## config.mk

```make
export PLATFORM = sky130hd
export DESIGN_NAME = bqeq_coef_regs
export DESIGN_NICKNAME = d
export VERILOG_FILES = /design/src/rtl/bqeq_pkg.sv /design/src/rtl/bqeq_coef_regs.sv
export SDC_FILE = /design/constraint.sdc
export NUM_CORES = 1
export LEC_CHECK = 0
export BUFFER_PORTS_ARGS = -buffer_cell sky130_fd_sc_hd__buf_2
export CORE_MARGIN = 5
export CORE_UTILIZATION = 30
export DETAILED_ROUTE_END_ITERATION = 8
export PLACE_DENSITY_LB_ADDON = 0.05
export SYNTH_ARGS = -nofsm -noshare
export SYNTH_HDL_FRONTEND = slang
export SYNTH_SLANG_ARGS = --single-unit
```

## constraint.sdc

```tcl
create_clock -name clk -period 2.7 [get_ports clk]
set_input_delay 0.27 -clock clk [delete_from_list [all_inputs] [get_ports clk]]
set_output_delay 0.27 -clock clk [all_outputs]
set_load 0.1 [all_outputs]
```

## src/rtl/bqeq_pkg.sv

```systemverilog
`default_nettype none
// ----------------------------------------------------------------------------
// bqeq_pkg
// Shared types and constants of the biquad equaliser filter: coefficient
// widths, register indexes and reset values, and parameter defaults.
// ----------------------------------------------------------------------------
package bqeq_pkg;

  // coefficient and feedback history widths
  localparam int COEFF_W    = 32;
  localparam int Y_W        = 32;
  localparam int CFG_IDX_W  = 3;
  localparam int CFG_DATA_W = 32;

  // defaults for the top level parameters
  localparam int DEF_NUM_CHANNELS    = 2;
  localparam int DEF_SAMPLE_BITS     = 24;
  localparam int DEF_COEFF_FRAC_BITS = 28;

  // coefficient register indexes
  typedef enum logic [CFG_IDX_W-1:0] {
    REG_B0 = 3'd0,
    REG_B1 = 3'd1,
    REG_B2 = 3'd2,
    REG_A1 = 3'd3,
    REG_A2 = 3'd4
  } cfg_reg_e;

  // reset value of b0: unity gain in Q4.28
  localparam logic signed [COEFF_W-1:0] B0_RESET = 32'sh1000_0000;

  // one full coefficient set
  typedef struct packed {
    logic signed [COEFF_W-1:0] b0;
    logic signed [COEFF_W-1:0] b1;
    logic signed [COEFF_W-1:0] b2;
    logic signed [COEFF_W-1:0] a1;
    logic signed [COEFF_W-1:0] a2;
  } coef_set_t;

endpackage
`default_nettype wire

```

## src/rtl/bqeq_coef_regs.sv

```systemverilog
`default_nettype none
// ----------------------------------------------------------------------------
// bqeq_coef_regs
// Coefficient register bank, written through the plain configuration port.
// ----------------------------------------------------------------------------
module bqeq_coef_regs (
  input  wire logic                               clk,
  input  wire logic                               rst_n,
  input  wire logic                               cfg_we,
  input  wire logic [bqeq_pkg::CFG_IDX_W-1:0]     cfg_index,
  input  wire logic [bqeq_pkg::CFG_DATA_W-1:0]    cfg_wdata,
  output bqeq_pkg::coef_set_t                     coef
);
  import bqeq_pkg::*;

  // unity b0, every other tap zero
  localparam coef_set_t COEF_RESET = {B0_RESET, {(4*COEFF_W){1'b0}}};

  coef_set_t coef_r;
  coef_set_t coef_nxt;

  // decode the register index, writes past the last register are dropped
  always_comb begin
    coef_nxt = coef_r;
    if (cfg_we) begin
      case (cfg_reg_e'(cfg_index))
        REG_B0:  coef_nxt.b0 = $signed(cfg_wdata[COEFF_W-1:0]);
        REG_B1:  coef_nxt.b1 = $signed(cfg_wdata[COEFF_W-1:0]);
        REG_B2:  coef_nxt.b2 = $signed(cfg_wdata[COEFF_W-1:0]);
        REG_A1:  coef_nxt.a1 = $signed(cfg_wdata[COEFF_W-1:0]);
        REG_A2:  coef_nxt.a2 = $signed(cfg_wdata[COEFF_W-1:0]);
        default: coef_nxt = coef_r;
      endcase
    end
  end

  always_ff @(posedge clk) begin
    if (!rst_n) begin
      coef_r <= COEF_RESET;
    end else begin
      coef_r <= coef_nxt;
    end
  end

  assign coef = coef_r;

endmodule
`default_nettype wire

```

# Word level (Yosys, flattened, before mapping)
# Index checks and enable logic that the tools add are counted.
# Widths: inputs -> output; s select.
word_totals:
  output_inout_bits: 160
  inputBits: 38
  elab_cells: 15
  reg_bits: 160
classes:
  reduce_logical: 6
  n_eq_ne: 4
ops:
  columns: ["operator", "n"]
  rows:
  - ["$reduce_and 2->1", 5]
  - ["$eq 3x2->1 const B", 2]
  - ["$eq 3x1->1 const B", 1]
  - ["$eq 3x3->1 const B", 1]
  - ["$logic_not 3->1", 1]

# Logic depth before layout (Yosys ltp)
logic_depth:
  ltp_word: 2
  depth_mapped: 4
  depth_no_buf: 2

# Worst setup path before layout
# No wires, ideal clock.
synth_timing:
  kind: "register to register"
  startpoint: "reg coef[32] (netlist name)"
  endpoint: "reg coef_r (netlist bit coef[32])"
  arrival_ns: 1.158
  setup_ns: 0.073
  period_less_slack_ns: 1.231
  n_path_buf: 0
  slack_ns: 1.469
  stages_incl_launch_ff: 3
  t_required_ns: 2.627
  cell_sequence: "dfxtp_1 -> nand2_1 -> mux2i_1"
synth_lines:
  columns: ["item", "line", "source"]
  rows:
  - ["to (signal assigned)", "bqeq_coef_regs.sv:41", "coef_r <= coef_nxt;"]
  - ["to (decl)", "bqeq_coef_regs.sv:19", "coef_set_t coef_r;"]

# Worst setup path in the final report
layout_timing:
  startpoint: "reg coef_r (netlist bit coef[78])"
  endpoint: "out coef[78] (netlist bit)"
layout_lines:
  columns: ["item", "line", "source"]
  rows:
  - ["to (decl)", "bqeq_coef_regs.sv:12", "output bqeq_pkg::coef_set_t coef"]
# No word-level cell between the ends.

==> impl_metrics.ini <==
[clock_tree]
post_cts_buffers = 0
cts_htree_levels = 4
cts_tree = yes
path_clk_slew_ps = 60
clock_latency_ps = 400
post_cts_resized = 0
cts_root_buffer = clkbuf_16
clockBufferDepth = 2
holdBufCountCts = 0
cts.sinks = 160
cts-buffers-inserted = 17

[cells_and_area]
multi_input_area_sq_um = 2450
diodes = 0
fillCellCount = 2001
utilization_pct = 39.9
finalNetCount = 779
drive_above_1_share_pct = 31.8
seqCellArea_sq_um = 3200
syn_to_final_growth_pct = 32.0
largest_reg_flops = 160

[floorplanning]
rows = 51
die_h_microns = 149
start_util_pct = 30.2
die-area_sq_um = 22300
core_sq_um = 19300
dieWidth_microns = 149
ioPinCount = 198

[synth]
synth_fp_nets = 595
yosysTopAreaCell = dfxtp_1
yosys.area.top_type_share_pct = 55.0
synth_area_sq_um = 5820
yosys-top-cells-area = dfxtp_1, mux2i_1, nand2_1
synth_area_per_cell_sq_um = 10.5
synth.distinct_cells = 12
synthCells = 557
ys_seq_area_share_pct = 55.0
ys_ff_latch = 160
yosysWarningCount = 0

[grt]
grt_usage_pct = 15.3
grt_pass1_wl_mm = 26.2
grt_max_degree = 79
grt_pass1_vias = 4570
antenna_found_initial = 0
gr-total-overflow = 0

[critical_path]
path_class = register to output port
reg2reg_to = coef[78]
cp_cell_sequence = buf_2
required_ps = 2430
r2r_slack_ps = 2040
rr_worst_depth = 2
crit_slowest_cell = buf_2
endpoint_kind = output port
cp.arrival_ps = 1240
worst-path-max-fanout = 2
max_stage_delay_ps = 450
startpoint_type = register
crit_cells = 1
r2r-start = coef[78]
crit_family = buffers and inverters
crit_buf_inv = 1

[sta]
min_period_over_period_pct = 55.8
max_slew_margin_pct = 37.9
max_freq_mhz = 663
final-hold-violation-count = 0
setup_viol = 0
fin_setup_tns_ps = 0
worstMarginPinSlew_ps = 930
period_minus_slack_ps = 1510
drv_slew = 0
rsz0062_at_grt = false
clock_skew_ps = 0

[flow_run]
cap_violations = 0

[place]
place_congestion = 0.713
dp_hpwl_mm = 11.9
port_buffers = 197

[min_path]
whs_endpoint = coef[156]
hp-class = input pin to register
hold_depth = 3
min_from = cfg_wdata[28]

[detailed_routing]
firstDrtPassIters = 4
viasPerCell = 4.35
drtIter0Drc = 134
drc_errors = 0
wl_mm = 17.2
wire_per_inst_microns = 16.8
via_count = 4429
ant_nets = 0

[power]
p_leak_uw = 0.00418
pwr_density_cell_nw_per_um2 = 746
vdd_drop_max_uv = 413

[run_status]
status = completed
[cells by family after synthesis]
logic type / count (synthesis) / synth area share, %
muxes: 160 / 27.5
and+or+nand+nor: 198 / 13.7
DFF: 160 / 55.0
buffers and inverters: 39 / 3.80
[power breakdown]
part	total, uW	leakage (uW)	switching [uW]	internal, uW
combinational	682	0.00257	557	125
sequential	2440	0.00129	28.4	2410
clock	2610	0.000316	1030	1580
[layer usage]
| metal | vias up | wire [microns] | GRT usage [%] |
|---|---|---|---|
| li1 | 2212 | - | - |
| met1 | 2079 | 7470 | 19.2 |
| met2 | 124 | 8300 | 25.2 |
| met3 | 14 | 1190 | 5.07 |
| met4 | 0 | 195 | 4.58 |
| met5 | - | 0 | 0 |
[worst max path at each step]
stage / slack (ps) / startpoint / end
after floorplan: 1470 / coef[32] / coef[32]
after global placement: 930 / cfg_index[2] / coef[105]
after detailed placement: 830 / cfg_index[2] / coef[122]
after CTS: 1180 / coef[21] / coef[21]
after global routing: 1150 / coef[117] / coef[117]
final: 1190 / coef[78] / coef[78]
[synth_stat cells, drive strengths merged]
cell       n
buf       23
clkbuf    16
nand2    191
nor2b      2
nand4bb    3
mux2i    160
dfxtp    160
nor4b      1
nand4b     1
[cells in the final DEF, fill, tap and decap left out]
cell       instances
buf_6              1
buf_2            196
nor2b_1            2
nand4bb_4          3
clkinv_4           4
inv_6              6
nand2_1          191
mux2i_1          160
bufinv_16          4
dfxtp_1          160
buf_12             1
clkbuf_16         17
nor4b_4            1
buf_4              6
inv_8              1
nand4b_1           1
[per-stage QoR]
| stage | setup slack, ps | cell area, sq um | hold slack [ps] | power [uW] | cells |
|---|---|---|---|---|---|
| floorplan | 1470 | 5820 | 436 | 3030 | 557 |
| global placement | 926 | 7040 | 443 | 3180 | 987 |
| detailed placement | 830 | 7040 | 445 | 3180 | 987 |
| CTS | 1180 | 7680 | 142 | 5820 | 1019 |
| global route | 1150 | 7680 | 194 | 5950 | 1019 |
| finish | 1190 | 7680 | 167 | 5730 | 1019 |
[area by class of cell]
class                      count  area share (%)
clock inverter                15            2.85
timing repair buffer         204            13.8
sequential                   160            41.7
multi-input combinational    358            31.8
tap                          265            4.32
clock buffer                  17            5.54
No activity file was read; power rests on OpenSTA's default activity.
