File: src/rtl/bqeq_pkg.sv
`default_nettype none
// ----------------------------------------------------------------------------
// bqeq_pkg
// Shared types and constants of the biquad equaliser filter: coefficient
// widths, register indexes and reset values, and parameter defaults.
// ----------------------------------------------------------------------------
package bqeq_pkg;

  // coefficient and feedback history widths
  localparam int COEFF_W    = 32;
  localparam int Y_W        = 32;
  localparam int CFG_IDX_W  = 3;
  localparam int CFG_DATA_W = 32;

  // defaults for the top level parameters
  localparam int DEF_NUM_CHANNELS    = 2;
  localparam int DEF_SAMPLE_BITS     = 24;
  localparam int DEF_COEFF_FRAC_BITS = 28;

  // coefficient register indexes
  typedef enum logic [CFG_IDX_W-1:0] {
    REG_B0 = 3'd0,
    REG_B1 = 3'd1,
    REG_B2 = 3'd2,
    REG_A1 = 3'd3,
    REG_A2 = 3'd4
  } cfg_reg_e;

  // reset value of b0: unity gain in Q4.28
  localparam logic signed [COEFF_W-1:0] B0_RESET = 32'sh1000_0000;

  // one full coefficient set
  typedef struct packed {
    logic signed [COEFF_W-1:0] b0;
    logic signed [COEFF_W-1:0] b1;
    logic signed [COEFF_W-1:0] b2;
    logic signed [COEFF_W-1:0] a1;
    logic signed [COEFF_W-1:0] a2;
  } coef_set_t;

endpackage
`default_nettype wire

File: src/rtl/bqeq_hist_mem.sv
`default_nettype none
// ----------------------------------------------------------------------------
// bqeq_hist_mem
// Per-channel history memory: one write and one read port, registered read
// data, write-first on a same-address collision, per-entry valid bits so an
// entry never written since reset reads as zero.
// ----------------------------------------------------------------------------
module bqeq_hist_mem #(
  parameter int DEPTH = 2,
  parameter int AW    = 1,
  parameter int DW    = 112
) (
  input  wire logic          clk,
  input  wire logic          rst_n,
  input  wire logic          re,
  input  wire logic [AW-1:0] raddr,
  output logic      [DW-1:0] rdata,
  input  wire logic          we,
  input  wire logic [AW-1:0] waddr,
  input  wire logic [DW-1:0] wdata
);
  import bqeq_pkg::*;

  logic [DW-1:0] mem [DEPTH];
  logic [DEPTH-1:0] vld_r;
  logic [DW-1:0] rdata_r;

  // storage array
  always_ff @(posedge clk) begin
    if (we) begin
      mem[waddr] <= wdata;
    end
  end

  // valid bits, cleared at reset
  always_ff @(posedge clk) begin
    if (!rst_n) begin
      vld_r <= '0;
    end else if (we) begin
      vld_r[waddr] <= 1'b1;
    end
  end

  // registered read with bypass of a write to the same entry
  always_ff @(posedge clk) begin
    if (re) begin
      if (we && (waddr == raddr)) begin
        rdata_r <= wdata;
      end else if (vld_r[raddr]) begin
        rdata_r <= mem[raddr];
      end else begin
        rdata_r <= '0;
      end
    end
  end

  assign rdata = rdata_r;

endmodule
`default_nettype wire

File: config.mk
export PLATFORM = sky130hd
export DESIGN_NAME = bqeq_hist_mem
export DESIGN_NICKNAME = d
export VERILOG_FILES = /design/src/rtl/bqeq_pkg.sv /design/src/rtl/bqeq_hist_mem.sv
export SDC_FILE = /design/constraint.sdc
export NUM_CORES = 1
export LEC_CHECK = 0
export ABC_AREA = 0
export BUFFER_PORTS_ARGS = -buffer_cell sky130_fd_sc_hd__buf_2
export CAP_MARGIN = 5
export CORE_ASPECT_RATIO = 0.5
export CORE_UTILIZATION = 62
export CTS_BUF_LIST = sky130_fd_sc_hd__clkbuf_4
export DETAILED_ROUTE_END_ITERATION = 10
export PLACE_DENSITY = 0.92
export SLEW_MARGIN = 20
export SYNTH_ARGS = -nofsm -noshare
export SYNTH_HDL_FRONTEND = slang
export SYNTH_SLANG_ARGS = --single-unit
export TNS_END_PERCENT = 100
File: constraint.sdc
create_clock -name clk -period 21.9 [get_ports clk]
set_clock_uncertainty 0.05 [all_clocks]
set_input_delay 4.38 -clock clk [delete_from_list [all_inputs] [get_ports clk]]
set_output_delay 4.38 -clock clk [all_outputs]
set_load 0.005 [all_outputs]
# ---- Yosys cells after proc, flatten, opt, wreduce, memory -nomap -nowiden
# Memory sizes are Yosys's and may differ from the RTL's.
# Cells that the tools add are included.
dict set report word_totals {
  ff_bits 114
  output_inout_bits 112
  elab_cells 18
  mem_count 1
  input_bits 118
  mem_bits_rw 224
}
dict set report op_classes {
  n_reduce_logical 2
  n_eq_ne 1
  bitwise 1
  n_mux 8
  order_cmp 3
}
# memory words width read_ports rd_clocked_by_memory_dff write_ports line
set memory_table {}
lappend memory_table {mem 2 112 1 0 1 bqeq_hist_mem.sv:24} ;# logic [DW-1:0] mem [DEPTH];
# cell count
set op_table {}
lappend op_table {{$mux W112} 2}
lappend op_table {{$mux W1} 5}
lappend op_table {{$lt A1 B2 Y1 const B} 2}
lappend op_table {{$logic_and A1 B1 Y1} 2}
lappend op_table {{$or A2 B2 Y2} 1}
lappend op_table {{$demux W1 S1} 1}
lappend op_table {{$eq A1 B1 Y1} 1}
lappend op_table {{$ge A1 B1 Y1 const B} 1}

# ---- Longest topological paths before layout
# Gate-level depths: netlist of the first run.
dict set report depth {
  ltp_word 5
  mapped_depth 6
  ltp_nobuf 3
}

# ---- Worst setup path after synthesis of the first run
# Ideal clock, no wire load.
dict set report synth_timing {
  kind {input-to-reg}
  from {input waddr}
  to {memory mem[0][0] (enable)}
  required_time_ns 21.249
  stages 1
  setup_slack_ns 11.860
  path_buffers 0
  t_arrival_ns 9.389
  setup_ns 0.601
  cell_sequence {nor2b_1}
}
# element line
set synth_rtl {}
lappend synth_rtl {{from (decl)} bqeq_hist_mem.sv:19} ;# input wire logic [AW-1:0] waddr,
lappend synth_rtl {{to (decl)} bqeq_hist_mem.sv:24}
# Straight into the memory's write port.

# ---- Final worst setup path of the first run
dict set report layout_timing {
  from {input raddr}
  to {register rdata_r[4], in the netlist rdata[4], data pin}
}
dict set report layout_via {
  elab_chain_cells 4
  elab_cells_between_ends 7
  cone_classes {eq/ne: 1; mux: 4; reduce/logical: 1; memory: 1}
}
# element line
set layout_rtl {}
lappend layout_rtl {{from (decl)} bqeq_hist_mem.sv:16} ;# input wire logic [AW-1:0] raddr,
lappend layout_rtl {{$mux W1 (implied by the code) (2 in series)} bqeq_hist_mem.sv:49} ;# end else if (vld_r[raddr]) begin
lappend layout_rtl {{$mux W112} bqeq_hist_mem.sv:49}
lappend layout_rtl {{$mux W112 *} bqeq_hist_mem.sv:47} ;# if (we && (waddr == raddr)) begin
lappend layout_rtl {{to (signal assigned)} bqeq_hist_mem.sv:48} ;# rdata_r <= wdata;
lappend layout_rtl {{to (signal assigned)} bqeq_hist_mem.sv:50} ;# rdata_r <= mem[raddr];
lappend layout_rtl {{to (decl)} bqeq_hist_mem.sv:26} ;# logic [DW-1:0] rdata_r;
# Every way passes the cells marked *; elsewhere a longest branch is shown, timed or not. The select of a mux whose other input is x is not followed.
# A chain may end at the register's enable or synchronous reset.

==> summary.md, run 1 <==
Path type of the worst setup path: input port to register. Root buffer cell: clkbuf_4. Power spread over the standard cell area amounts to 88.0 nW/um^2.

The initial antenna violation count came out at 5. The number of register bits inferred by synthesis is 338. The starting density of the core is 0.639, and the number of max-cap violations is 0.

For the pin with the worst max-slew slack, the measured transition is 1.11 ns. Counting every sink on the clock net gives 338. The cell family contributing the most delay on the critical path is buffers and inverters. The internal power of the cells totals 1.06 mW. The layout has 1241 filler cells. The die width is 209 um. The share of synthesized flip-flops with an asynchronous set or reset works out to 0. Buffers inserted to repair hold after CTS numbered 0.

Relative to the synthesized area, the layout overhead comes to 16.4%. The logs give 0.296 for the met1 demand-to-capacity share in global routing and 0.260 for the headroom to the max-slew limit. The tools report the sort of element at the end of the critical path as a register. Along the worst path, the maximum fanout reaches 77. For the worst setup path, the data arrival time is 7.10 ns. Required time of the critical path: 22.22 ns.

The number of warning messages in the yosys log is 0. The routed wire length was 25400 um. The final clock period utilization by the worst path works out to 0.310. After technology mapping, the gate count stands at 718. The largest single stage delay on the critical path is 0.89 ns.

The count of final hold-check violations is 0, and the xor/xnor cell area share of the yosys netlist is 0.000659. Once routing completed, OpenROAD measured the worst setup slack at 15.12 ns. Among all stages on the critical path, the largest delay is contributed by buf_4.

In this run, synthesis inferred 336 flip-flops with an integrated enable. The number of buffers and inverters on the critical path is 2. The detail route stage leaves a number of antenna-violating nets equal to 0. Counting distinct cell types in the post-synthesis netlist gives 14. Input and output buffers added on the ports amount to 229. The global router's overall resource usage was 0.235.

Counting every net in the synthesized netlist gives 836. The die covers 22000 sq um. The worst setup path is launched from an input port. The share of total power consumed by net switching came out at 0.221. Share of synthesized cell area in and, or, nand and nor gates: 0.0329. After detailed routing, the average wire length per cell comes to 19.4 um. Global-route layer with the greatest usage: met2. The pre-antenna-repair detailed-routing pass consisted of 5 iterations. The proportion of power drawn by the clock network is 0.342. Routed via count divided by cell count: 5.46. After clock tree synthesis, the setup repair step added 0 buffers. After clock tree synthesis, the clock-pin slew on the worst setup and hold paths is 0.07 ns. The tools report the number of global-route vias before repair as 7515. Across all layers, the routed design uses 7152 vias.

The min-delay analysis places its worst path in the category register to register. The run finished with clean final reports. The tools report the global routing met3 resource utilization as 0.0569. Max-slew violation total from the final report: 0. Walking the worst path, the cells encountered are buf_6 > xnor2_1 > nand2_4 > buf_4 > mux2_2. Insertion delay to the later sink of the worst-skew pair: 0.64 ns. The combinational cell fraction of total power is 0.085. The combinational family with the most area after synthesis is multiplexers.

Before CTS, the worst setup slack after placement is 14.42 ns. The half-perimeter wire length after placement was 14700 um; the fraction of synthesized cell area taken by the top area cell type was 0.760. The layout cell share with drive strength beyond 1 was 0.445; the compound-cell area share of the yosys netlist was 0.00113. The commonest cells after synthesis are 336 x edfxtp_1, 112 x mux2_2, 112 x mux2i_1, 112 x nor2_1, 18 x buf_2. The maximum clock path buffer count is 3. The logs give 39400 um for the wire length of the first global-routing pass and 20800 sq um for the core region area.

TritonCTS built the clock tree. The total overflow reported by the global router was 0; the number of buffers added by the clock tree synthesis step was 73. The highest attainable clock frequency came out at 0.147 GHz. The synthesized area divided by synthesized cell count is 18.5 sq um. For this run, design rule violations remaining after detail routing come to 0. Worst-case hold slack: 0.479 ns.

Entering global routing, the biggest net connects 78 pins. The fraction of met2 tracks used by global routing is 0.398, and the time the final worst path needs with I/O delays and setup is 6.78 ns. In this run the static leakage power is 6.24 nW. Cell accounting for the most synthesized area: edfxtp_1. Among all flip-flop cells after synthesis, the most frequent one is edfxtp_1. The setup-violating endpoint count in the final report was 0; the final setup TNS was 0 ns. The part of the Yosys area used for sequential elements was 0.763; the count of standard-cell rows was 37. The top-level I/O count was 230; the final layout net count was 1111.

The area share of fa/ha/maj cells after synthesis was 0. The H-tree depth reported by CTS came out at 3. The congestion estimate from routability-driven global placement came to 0.835. Setup repair after global routing left no endpoint under its margin. The multiplexer fraction of the synthesized cell area is 0.180. After synthesis the cells add up to 13300 sq um. First-iteration detailed-routing DRC count: 571.

By area the synthesized netlist is led by edfxtp_1 76%, mux2_2 9.5%, mux2i_1 8.4%. By instance count, the leading cell after synthesis is edfxtp_1. After clock tree synthesis, the repair step resized 0 gates. Across the VDD grid, the largest voltage drop is 0.0000510 V. The share of total power in sequential cells came out at 0.572. Measured along the y axis, the die boundary spans 106 um. Net switching component of the power: 301 uW.
[flip-flops by register name, indices dropped and copies added, names as in the netlist]
name and count:
rdata 112, vld_r 2, mem 224
[power groups by stage]
stage          combinational (mW)  clock, mW  sequential [mW]
6_report                    0.116      0.466            0.779
3_3_place_gp                0.112          0            0.790
4_1_cts                     0.117      0.478            0.779
3_5_place_dp                0.117          0            0.793
2_1_floorplan              0.0655          0            0.794
5_1_grt                     0.126      0.511            0.783
[routing by layer]
metal  share of wire  up-vias  routed length, um
met5         0.00031        -                  8
met2            0.51      208              13000
li1                -     3333                  -
met1            0.42     3563              10700
met3           0.047       46               1190
met4           0.021        2                542
[cells in the final DEF, fill, tap and decap left out]
cell,synthesis,final
o21a_1,2,2
buf_2,18,227
dfxtp_1,2,2
buf_4,2,9
mux2_2,112,112
edfxtp_1,336,336
bufinv_16,0,2
mux2i_4,0,1
inv_2,0,1
nor2b_4,0,1
and2_4,0,1
clkbuf_4,0,104
nand2_4,0,1
xnor2_1,1,1
mux2i_1,112,112
clkinv_2,0,1
buf_6,17,1
clkinv_1,0,9
nor2_1,112,112
diode_2,0,3
[final timing paths]
kind | start | endpoint | slack (ns) | cells after the start
worst max-delay path | raddr | rdata[4]$_DFFE_PP_ | 15.12 | 5
worst min-delay path | vld_r[0]$_SDFFE_PN0P_ | vld_r[0]$_SDFFE_PN0P_ | 0.48 | 1
worst max register to register | vld_r[1]$_SDFFE_PN0P_ | rdata[60]$_DFFE_PP_ | 19.88 | 4
worst min register to register | vld_r[0]$_SDFFE_PN0P_ | vld_r[0]$_SDFFE_PN0P_ | 0.48 | 1
[through the flow]
step / power (mW) / instances / utilization / instance area (sq um)
2_1_floorplan: 0.860 / 718 / - / 13300
3_3_place_gp: 0.902 / 1191 / 0.701 / 14600
3_5_place_dp: 0.910 / 1191 / 0.701 / 14600
4_1_cts: 1.37 / 1308 / 0.743 / 15500
5_1_grt: 1.42 / 1311 / 0.744 / 15500
6_report: 1.36 / 1311 / 0.744 / 15500
[cell families (layout without fill, tap and decap cells)]
kind of cell,count (synthesis),in the layout
flip-flops,338,338
multiplexers,225,225
AND/OR/NAND/NOR,115,115
buffers and inverters,37,354
AO/OA/AOI/OAI,2,2
XOR/XNOR,1,1
other,0,3
[layout make-up]
type,instances,area [sq um],area share
multi-input cells,343,2880,0.186
well taps,273,342,0.0221
clock buffers,104,781,0.0505
diodes,3,7.51,0.000486
flip-flops and latches,338,10100,0.655
repair buffers,237,1210,0.0786
clock inverters,13,103,0.00664
[worst reg2reg max path, delay by kind of cell (launching register included)]
| family | cells | cell delay, ns |
|---|---|---|
| flops | 1 | 0.34 |
| mux | 2 | 0.44 |
| simple gates | 1 | 0.19 |
| buf+inv | 1 | 0.73 |
Note: power is estimated with default switching activity, not from simulation.
==> run 2: changes to the inputs <==
Settings changed: CORE_UTILIZATION 62 to 52, PLACE_DENSITY 0.92 to 0.83.
Clock period 21.9 ns to 5.5 ns, I/O delays scaled along.
==> run 2 against run 1 <==
Clock power grew to 4.2 times the previous value. Largest power group unchanged. First-iteration DRC count down 30%. Sequential share of layout area shrank 0.73 points. Total power rose to 4.1 times the previous value. Worst hold slack better by 0.0067 ns. Cell count rose by 5.8%. Core utilization decreased by 11 points. Non-clock buffer count increased by 3. Clock-buffer cell count stayed put. Critical path type unchanged. Die area is 19% higher.
==> summary.md, run 2 (synthesis results as in run 1) <==
The routed wire length was 26200 um (+3.2%); the maximum fanout along the worst path was 49 (-36%). The overall die area was 26200 sq um (+19%). Setup repair after global routing left no endpoint under its margin. The core region area was 24500 sq um (+18%); the number of instances on the worst hold path was 1 (unchanged). The run gives 2880 sq um (unchanged) as the footprint of the multi-input gates. Worst reg-to-reg path cell count: 4 (unchanged).

The actual slew at the worst max-slew pin was 1.07 ns (-0.0440 ns); the number of hold-repair buffers added at the cts stage was 0 (unchanged). TritonCTS built the clock tree. The setup-violating endpoint count in the final report is 0 (unchanged), and the arrival time reported for the critical path endpoint is 3.03 ns (-4.07 ns). The routed via count divided by cell count came out at 5.12 (-6.2%). The tools report the number of gates given a new drive strength after cts as 0 (unchanged). The library cells used most frequently in the layout, excluding fill and tap cells, are 336 x edfxtp_1, 227 x buf_2, 112 x mux2i_1, 112 x nor2_1, 112 x mux2_2.

The antenna violation net count after detailed routing came out at 0 (unchanged). The worst hold path belongs to the class register to register. The run gives 0 (unchanged) as the number of setup buffers added after CTS.

Layout cell share with drive strength beyond 1: 0.449 (+0.00382). The endpoint identified for the worst register-to-register timing path is rdata[84]$_DFFE_PP_. The wire length of the first global-routing pass came out at 39800 um (+0.86%). The worst register-to-register path begins at vld_r[0]$_SDFFE_PN0P_. The run gives 0 ns (unchanged) as the final setup TNS.

The terminating pin of the worst hold path is vld_r[1]$_SDFFE_PN0P_. The weighted congestion at the end of routability-driven global placement is 0.785 (-6.0%). Static timing analysis puts the maximum clock frequency at 0.383 GHz.

The count of clock tree sinks is 338 (unchanged), and the final layout net count is 1116 (+0.45%). DRC violation count after routing: 0 (unchanged). The logs give 230 (unchanged) for the top-level I/O count and 7552 (+0.49%) for the number of global-route vias before repair. The routed wire length per instance works out to 18.9 um (-2.5%).

The run gives 0.200 (-0.0349) as the global router's overall resource usage. The die width was 228 um (+9.1%). The library cell used most frequently in the layout, excluding fill and tap cells, is edfxtp_1. Total overflow reported by the global router: 0 (unchanged).

The tools report the filler cell count in the final layout as 1805 (+45%). The run gives 0.000149 V (+190%) as the maximum vdd drop. The first-iteration detailed-routing DRC count was 402 (-30%).

After layout, the minimum clock period comes to 2.61 ns. For the reg2reg setup slack, the log shows 3.51 ns (-16.37 ns). Count of final hold-check violations: 0 (unchanged). The run gives 2.13 ns (-12.29 ns) as the post-place setup slack. Maximum number of pins on one net before global-route repair: 85 (+9.0%). The count of standard-cell rows is 40 (+8.1%), and the count of buffers inserted at the top-level ports is 229 (unchanged). The headroom to the max-slew limit came out at 0.290 (+0.0294).

The sort of element at the end of the critical path is a register. The flow ran to the end, and the final reports show no timing, DRC or antenna violations. The area growth from synthesis to layout is 17.7%. The run gives 2.89 ns (-12.23 ns) as the least setup slack across all paths after layout.

The final clock period utilization by the worst path works out to 0.475. The insertion delay to the later sink of the worst-skew pair came out at 0.76 ns (+0.12 ns). The number of iterations in the first detailed-routing pass is 5 (unchanged). The path type of the worst setup path is input port to register. The tools report the initial antenna violation count as 4 (-1). Critical path startpoint category: an input port.

The clock slew at the register clock pins of the worst setup and hold paths works out to 0.07 ns (about the same). Number of buffers added by the clock tree synthesis step: 75 (+2.7%). The run gives 15500 um (+5.6%) as the half-perimeter wire length after placement. The H-tree depth reported by CTS was 3 (unchanged). The ratio of total power to cell area was 353 nW/um^2 (+300%). The max-slew violation total from the final report came out at 0 (unchanged).

The height of the die works out to 115 um (+9.0%). The run gives 0.542 (-0.0974) as the starting density of the core. The tree is rooted in a clkbuf_4.

Required time of the critical path: 5.92 ns (-16.30 ns). The number of max-cap violations is 0 (unchanged). The number of flip-flops in the largest register is 224 (unchanged).

The register area is 10100 sq um (unchanged), and the via count is 7097 (-0.77%). Maximum clock path buffer count: 3 (unchanged). The worst hold path begins at vld_r[1]$_SDFFE_PN0P_. The register ranked first by flip-flop count was mem. The leakage power total was 6.29 nW (+0.80%).
-- run 2: changes by cell type in the layout (fill, tap and decap cells not counted) --
| cell | before | now |
|---|---|---|
| bufinv_16 | 2 | 3 |
| diode_2 | 3 | 7 |
| buf_12 | 0 | 1 |
| clkinv_2 | 1 | 2 |
| buf_4 | 9 | 11 |
| clkinv_1 | 9 | 10 |
| inv_2 | 1 | 4 |
-- run 2: worst max path at each step --
stage / to / from / depth (start not counted)
after floorplan: mem[0][0]$_DFFE_PP_ / we / 1
after global placement: rdata[85]$_DFFE_PP_ / raddr / 5
after detailed placement: rdata[60]$_DFFE_PP_ / raddr / 5
after CTS: rdata[60]$_DFFE_PP_ / raddr / 5
after global routing: rdata[61]$_DFFE_PP_ / raddr / 5
final: rdata[45]$_DFFE_PP_ / raddr / 5
-- run 2: layer usage --
layer,share of wire,up-vias,track usage
li1,-,3353,-
met1,0.42,3537,0.234
met2,0.52,158,0.349
met3,0.041,49,0.0479
met4,0.026,0,0.104
met5,0,-,0
-- run 2: power breakdown --
part	total (mW)	switching (mW)	internal, mW
clock network	1.96	0.945	1.01
logic	0.465	0.252	0.213
registers	3.10	0.0500	3.05
-- run 2: critical path, cell delays in order --
cell,delay [ns]
buf_6,0.30
xnor2_1,0.17
nand2_4,0.57
buf_4,0.47
mux2_2,0.38
-- run 2: cell type report --
cell class,count,area share
sequential,338,0.648
multi-input combinational,343,0.184
timing repair buffer,240,0.0800
clock buffer,104,0.0499
tap,336,0.0269
clock inverter,19,0.00976
antenna,7,0.00112
-- run 2: through the flow --
step / area [sq um] / hold slack, ns / total power [mW] / util / std cells
2_1_floorplan: 13300 / 0.409 / 3.42 / - / 718
6_report: 15600 / 0.485 / 5.52 / 0.638 / 1387
3_3_place_gp: 14700 / 0.460 / 3.60 / 0.599 / 1257
4_1_cts: 15600 / 0.433 / 5.59 / 0.637 / 1380
3_5_place_dp: 14700 / 0.477 / 3.63 / 0.599 / 1257
5_1_grt: 15600 / 0.443 / 5.75 / 0.637 / 1383
